**src/rtl/core/bkt_pkg.sv**
```systemverilog
// Shared types, constants and helpers for the bucketed key table.
// Used by bkt_cell_ram, bkt_fill_ram and bucketed_key_table_top.
`timescale 1ns / 1ps

package bkt_pkg;

  // Table geometry
  localparam int BUCKETS   = 64;
  localparam int CELLS     = 8;
  localparam int KEY_BYTES = 8;

  // Field widths
  localparam int OP_W     = 2;
  localparam int BUCKET_W = 6;
  localparam int KEY_W    = 64;

  // Derived widths
  localparam int BKT_IDX_W = (BUCKETS > 1) ? $clog2(BUCKETS) : 1;
  localparam int CELL_W    = (CELLS > 1) ? $clog2(CELLS) : 1;
  localparam int CNT_W     = $clog2(CELLS + 1);

  // Operation codes
  localparam logic [OP_W-1:0] OP_ADD   = 2'd0;
  localparam logic [OP_W-1:0] OP_FIND  = 2'd1;
  localparam logic [OP_W-1:0] OP_CLEAR = 2'd2;

  typedef struct packed {
    logic [OP_W-1:0]     op;
    logic [BUCKET_W-1:0] bucket;
    logic [KEY_W-1:0]    key;
  } req_t;

  typedef struct packed {
    logic             ok;
    logic [KEY_W-1:0] entry_out;
  } rsp_t;

  // One bucket row: all cells side by side
  typedef logic [CELLS-1:0][KEY_W-1:0] row_t;

  typedef enum logic {
    ST_IDLE,
    ST_LOOK
  } state_t;

  // Cut the key at its first zero byte and drop bytes at or above KEY_BYTES
  function automatic logic [KEY_W-1:0] normalize_key(input logic [KEY_W-1:0] k);
    logic [KEY_W-1:0] r;
    logic             run;
    r   = '0;
    run = 1'b1;
    for (int i = 0; i < KEY_W / 8; i++) begin
      if (i < KEY_BYTES && run && k[8*i +: 8] != 8'h00) begin
        r[8*i +: 8] = k[8*i +: 8];
      end else begin
        run = 1'b0;
      end
    end
    return r;
  endfunction

endpackage

```
**src/rtl/core/bkt_fill_ram.sv**
```systemverilog
// Fill counts per bucket, with a valid bit per bucket so reset and
// clear empty every bucket at once. Depends on bkt_pkg.
`timescale 1ns / 1ps

module bkt_fill_ram
  import bkt_pkg::*;
(
  input  logic                 clk,
  input  logic                 rst,
  input  logic                 clr,
  input  logic                 re,
  input  logic [BKT_IDX_W-1:0] raddr,
  output logic [CNT_W-1:0]     rdata,
  input  logic                 we,
  input  logic [BKT_IDX_W-1:0] waddr,
  input  logic [CNT_W-1:0]     wdata
);

  logic [CNT_W-1:0]   mem [BUCKETS];
  logic [BUCKETS-1:0] valid;

  // Count storage
  always_ff @(posedge clk) begin
    if (we) begin
      mem[waddr] <= wdata;
    end
  end

  // Valid bits: invalid entries read as zero
  always_ff @(posedge clk) begin
    if (rst || clr) begin
      valid <= '0;
    end else if (we) begin
      valid[waddr] <= 1'b1;
    end
  end

  // Registered read
  always_ff @(posedge clk) begin
    if (re) begin
      rdata <= valid[raddr] ? mem[raddr] : '0;
    end
  end

endmodule

```
**config.mk**
```make
export PLATFORM = sky130hd
export DESIGN_NAME = bkt_fill_ram
export DESIGN_NICKNAME = d
export VERILOG_FILES = /design/src/rtl/core/bkt_pkg.sv /design/src/rtl/core/bkt_fill_ram.sv
export SDC_FILE = /design/constraint.sdc
export NUM_CORES = 1
export LEC_CHECK = 0
export ABC_AREA = 1
export BUFFER_PORTS_ARGS = -buffer_cell sky130_fd_sc_hd__buf_2
export CAP_MARGIN = 10
export CORE_AREA = 2 2 158 160
export DETAILED_ROUTE_END_ITERATION = 7
export DIE_AREA = 0 0 160 162
export GPL_ROUTABILITY_DRIVEN = 0
export PLACE_DENSITY = 0.82
export SYNTH_ARGS = -nofsm -noshare
export SYNTH_HDL_FRONTEND = slang
export SYNTH_SLANG_ARGS = --single-unit
```
**constraint.sdc**
```tcl
create_clock -name clk -period 1.5 [get_ports clk]
set_clock_uncertainty 0.1 [all_clocks]
set_input_delay 0.075 -clock clk [delete_from_list [all_inputs] [get_ports clk]]
set_output_delay 0.075 -clock clk [all_outputs]
set_load 0.01 [all_outputs]
```
==> reports/metrics.csv, run 1 <==
metric,value,unit
diode count,0,
CTS Buffer Depth,3,
drt wl/cell,19.1,µm
share of cells above drive strength 1,17.6,%
Die Ht,162,µm
Worst-Margin Slew,0.799,ns
R2R setup slack,-0.04,ns
setup TNS,-0.105,ns
VDD IR max,0.867,mV
die area,25900,µm²
Initial Util,55.6,%
Slew headroom,46.7,%
Worst Setup SP,mem[35][0],
Syn Inst Count,1335,
Util after Layout,66.8,%
port bufs,24,
final hold vios,0,
post-route ant nets,0,
grt total ovfl,0,
min-delay src,rst,
Min-Delay Path Class,in2reg,
Max Freq,650,MHz
first-pass GRT wire length,53100,µm
CP endpoint kind,flop,
Worst-path clk slew,0.06,ns
critical path peak fanout,1,
yosys warns,0,
CTS tree,built,
Pleak,6.13,nW
all-layer global routing usage,26.4,%
PnR worst setup slack,-0.0391,ns
overall routed net length,34200,µm
Final min period,1.54,ns
clock sinks,324,
die width,160,µm
Worst Setup Start Kind,flop,
Setup WS pre-CTS,-0.219,ns
hpwl dp,20300,µm
Remaining DRCs,0,
Worst-Skew Late Latency,0.52,ns
crit share post-route,103,%
synthesis-to-layout area growth,20.1,%
fin cells,1793,
Max Cap Violations,0,
FP Rows,57,
NumNets Final,1466,
Tot Pwr,20.2,mW
synth unique cells,17,
syn_area_per_cell,10.0,µm²
Synth Net Count,1356,
post-synthesis sequential area ratio,67.8,%
Worst Path Required,1.66,ns
Final Slew Violations,0,
Root Buffer Master,clkbuf_16,
RSZ-0062 raised after global routing,yes,
Iter 0 DRT Violations,1496,
first-pass iteration count of the detailed router,6,
r2r startpoint,mem[35][0],
status,"finished, violations left",
Finish-stage setup viols,4,
synthesized area,13400,µm²
Core Region,24100,µm²
failing checks,negative setup slack,
critical path arrival,1.70,ns
vias in the first global route,10100,
routed vias,10400,
DP Cell Count,1728,
FF+latch area,9090,µm²
Via density,5.79,
# fillers,1719,
Boundary Pins,25,
H-tree level count,2,
largest net degree at the start of global routing,75,
initial antenna violation count,1,
total clock buffers created by CTS,34,
critical path class,reg2reg,
"flops & latches, synth",324,
area of the multi-input gates,3980,µm²
pwr/cell area,1250,nW/µm²
==> Yosys cell counts (all sizes together) <==
master  count  share of area, %
inv        38               1.1
clkbuf     18              0.50
nor3       14              0.52
dfxtp      64               9.6
nor2      202               5.7
clkinv      2             0.056
edfxtp    260                58
nand2     411                12
buf        55               2.8
or2         1             0.047
nand3     270                10
==> stage by stage <==
| step | instance area [µm²] | hold WS (ns) |
|---|---|---|
| 2_1_floorplan | 13400 | 0.0739 |
| 3_3_place_gp | 14600 | 0.259 |
| 3_5_place_dp | 14600 | 0.258 |
| 4_1_cts | 15900 | 0.0648 |
| 5_1_grt | 16100 | 0.124 |
| 6_report | 16100 | 0.0844 |
==> area by class of cell <==
type | count | share of cell area (%)
flip-flops and latches | 324 | 56.4
multi-input cells | 898 | 24.7
repair buffers | 147 | 7.89
clock buffers | 43 | 5.81
well taps | 324 | 2.52
clock inverters | 17 | 1.69
inverters | 40 | 0.963
==> kinds of logic (layout without fill, tap and decap cells) <==
| family | after synthesis | after routing | share of synthesized area [%] |
|---|---|---|---|
| buffers and inverters | 113 | 247 | 4.41 |
| flip-flops | 324 | 324 | 67.8 |
| AND/OR/NAND/NOR | 898 | 898 | 27.8 |
==> final timing paths <==
path                                  end  cells past startpoint
worst max register to register   rdata[0]                     10
worst min-delay path            valid[22]                      4
worst min register to register  valid[54]                      2
worst max-delay path             rdata[0]                     10
==> registers in the layout, summed over array words and instances, names as in the netlist <==
| name | count |
|---|---|
| rdata | 4 |
| valid | 64 |
| mem | 256 |
==> repair_timing <==
| item | CTS | global route |
|---|---|---|
| gates resized for setup | 14 | 46 |
| buffers inserted | 0 | 0 |
| gates cloned | 0 | 0 |
| pin swaps | 4 | 21 |
| hold buffers | 5 | 0 |
| endpoints found under the hold margin | 102 | 0 |
| endpoints found under the setup margin | 4 | 4 |
==> where the power goes <==
part / switching (mW) / internal, mW
logic: 0.945 / 0.426
registers: 0.0196 / 9.76
clock network: 3.40 / 5.64
total: 4.36 / 15.8
==> critical path: stages, from the launching register on <==
cell and delay [ns]:
edfxtp_1 0.37, nand2_1 0.10, nand3_1 0.10, nand3_2 0.09, nand2_1 0.10, nand2_2 0.09
nand3_2 0.08, nand3_1 0.09, nand2_1 0.06, nand2_1 0.06, inv_1 0.04
==> layout by cell type (no fill, tap or decap) <==
cell type      instances
nand3_2               37
clkinv_1               3
buf_12                17
nand3_1              232
clkinv_4               1
buf_4                102
nand2_1              390
clkbuf_1               5
nand3_4                1
inv_1                 36
inv_2                  1
buf_2                 23
or2_2                  1
dlygate4sd3_1          5
nand2_2               21
clkbuf_16             35
dfxtp_1               64
inv_6                  2
edfxtp_1             260
clkinvlp_4             2
clkbuf_8               3
nor3_1                14
bufinv_16              7
nor2_1               202
clkinv_2               5
==> routing by layer <==
layer  track usage, %  part of all wire [%]  routed length [µm]
met1             33.4                    37               12800
met2             43.9                    48               16500
met3             5.34                    10                3540
met4             12.7                   4.0                1390
met5                0                 0.032                  11
Note: power is estimated with default switching activity, not from simulation.
==> inputs of run 2 (changes only) <==
==> constraint.sdc (replaced) <==
create_clock -name clk -period 1.5 [get_ports clk]
set_clock_uncertainty 0.1 [all_clocks]
set_input_delay 0.15 -clock clk [delete_from_list [all_inputs] [get_ports clk]]
set_output_delay 0.15 -clock clk [all_outputs]
set_load 0.01 [all_outputs]
==> reports/metrics.csv, run 2 (same netlist as run 1, synthesis figures left out) <==
metric,value,unit,change
routed vias,10300,,-0.98%
FF+latch area,9090,µm²,unchanged
Worst-path clk slew,0.06,ns,about the same
postcts setup bufs,0,,unchanged
Final Slew Violations,0,,unchanged
critical path peak fanout,1,,unchanged
Die Ht,162,µm,unchanged
first-pass iteration count of the detailed router,7,,+1
FP Rows,57,,unchanged
total clock buffers created by CTS,34,,unchanged
sequential power share,49.5,%,+1.1 points
largest net degree at the start of global routing,72,,-4.0%
initial antenna violation count,1,,unchanged
worst path buffer plus inverter count,1,,unchanged
CTS Buffer Depth,3,,unchanged
min-delay src,wdata[2],,
Worst-Skew Late Latency,0.52,ns,about the same
Slew headroom,54.6,%,+7.9 points
Util after Layout,66.3,%,-0.53 points
RSZ-0062 raised after global routing,yes,,
r2r startpoint,mem[10][1],,
die area,25900,µm²,unchanged
"most common cell after layout, fill and taps aside",nand2_1,,
GR peak layer,met2,,
critical path class,reg2reg,,
Min-Delay Path Class,in2reg,,
Max Cap Violations,0,,unchanged
Comb pwr share,6.8,%,about the same
largest stage delay on the critical path,0.37,ns,about the same
overall routed net length,34100,µm,-0.53%
Reg with most FFs,mem,,
M2 GR Usage,43.7,%,-0.20 points
GR Util met1,33.7,%,+0.32 points
Finish-stage setup viols,3,,-1
clock sinks,324,,unchanged
Worst Setup Start Kind,flop,,
crit share post-route,102,%,-0.66 points
Core Region,24100,µm²,unchanged
NumNets Final,1462,,-0.27%
CTS tree,built,,
Root Buffer Master,clkbuf_16,,
vias in the first global route,10000,,-1.4%
Worst Path Required,1.67,ns,about the same
Iter 0 DRT Violations,1480,,-1.1%
failing checks,negative setup slack,,
Boundary Pins,25,,unchanged
most frequent cells in the layout,"394 x nand2_1, 260 x edfxtp_1, 236 x nand3_1",,
all-layer global routing usage,26.1,%,-0.21 points
# fillers,1700,,-1.1%
FF-to-FF path depth,10,,unchanged
CP most frequent cell,nand2_1,,
Remaining DRCs,0,,unchanged
final hold vios,0,,unchanged
Final min period,1.53,ns,-0.00983 ns
Clk pwr share,43.7,%,-1.1 points
Via density,5.73,,-0.93%
max reg flops,256,,unchanged
Hold WS,0.0612,ns,-0.0232 ns
Cell Int Power,15.4,mW,-2.7%
VDD IR max,0.775,mV,-11%
crit-path cells,nand2_1 > nand3_1 > nand3_1 > nand2_1 > nand2_1 > nand3_2 > nand3_2 > nand2_1 > nand2_1 > inv_1,,
die width,160,µm,unchanged
Worst Hold Path EP,mem[27][2],,
met3 usage,5.31,%,-0.026 points
first-pass GRT wire length,52800,µm,-0.57%
Hold Path Depth,2,,-2
PnR worst setup slack,-0.0293,ns,+0.00983 ns
H-tree level count,2,,unchanged
CP max-delay cell,edfxtp_1,,
critical path arrival,1.70,ns,about the same
sw frac,22.1,%,+0.49 points
Max Freq,654,MHz,+0.64%
share of cells above drive strength 1,16.9,%,-0.66 points
port bufs,24,,unchanged
"delay-heaviest family, CP",simple AND/OR/NAND/NOR gates,,
status,"finished, violations left",,
pwr/cell area,1240,nW/µm²,-1.3%
Worst-Margin Slew,0.680,ns,-0.119 ns
largest registers,"mem (256), valid (64), rdata (4)",,
NetSw,4.37,mW,+0.15%
drt wl/cell,19.0,µm,-0.47%
Pleak,6.08,nW,-0.90%
Initial Util,55.6,%,unchanged
Worst R2R End,rdata[1],,
area of the multi-input gates,3940,µm²,-0.94%
CP endpoint kind,flop,,
post-route ant nets,0,,unchanged
synthesis-to-layout area growth,19.2,%,
hpwl dp,20300,µm,-0.40%
R2R setup slack,-0.03,ns,about the same
grt total ovfl,0,,unchanged
-- run 2: changes by cell type in the layout (fill, tap and decap cells not counted), sizes merged --
| cell | previous run | this run |
|---|---|---|
| clkbuf | 43 | 47 |
| diode | 0 | 1 |
| bufinv | 7 | 3 |
| dlygate4sd3 | 5 | 1 |
| clkinv | 9 | 11 |
-- run 2: what timing repair did --
action	4_1_cts	5_1_grt
setup endpoints to repair	3	4
pin swaps	3	27
endpoints found under the hold margin	4	0
hold buffers	1	0
resized for setup	9	42
cloned	0	0
-- run 2: layer usage --
layer	up-vias	part of all wire, %
met5	-	0
met3	120	11
li1	4690	-
met2	607	48
met1	4854	37
met4	0	3.9
-- run 2: worst max path at each step --
stage,start,depth (start not counted),endpoint
final,mem[10][1],10,rdata[1]
after CTS,mem[55][2],10,rdata[2]
after global placement,raddr[0],13,rdata[2]
after floorplan,raddr[1],11,rdata[0]
after detailed placement,raddr[0],13,rdata[1]
after global routing,mem[10][1],10,rdata[1]
-- run 2: metrics by stage --
stage                     setup TNS [ns]  cell area (µm²)  power (mW)  worst slack (ns)  instances
after floorplan                        0            13400        10.7            0.0192       1335
after global placement            -11.43            14600        11.2            -0.273       1728
after detailed placement          -21.98            14600        11.2            -0.333       1728
after CTS                              0            15800        19.7          0.000170       1791
after global routing              -0.344            16000        20.3            -0.114       1791
final                            -0.0588            16000        19.8           -0.0293       1792
-- run 2: cell type report --
class                      instances  share of cell area (%)
antenna                            1                  0.0157
clock buffer                      47                    6.28
clock inverter                    15                    1.03
inverter                          40                   0.971
multi-input combinational        898                    24.7
sequential                       324                    56.9
tap                              324                    2.54
timing repair buffer             143                    7.63
-- run 2: power groups by stage --
stage | registers [mW] | logic, mW | clock network (mW)
after CTS | 9.78 | 1.27 | 8.66
after global placement | 9.97 | 1.21 | 0
after detailed placement | 9.97 | 1.24 | 0
after global routing | 9.78 | 1.45 | 9.05
after floorplan | 9.97 | 0.713 | 0
final | 9.78 | 1.35 | 8.63
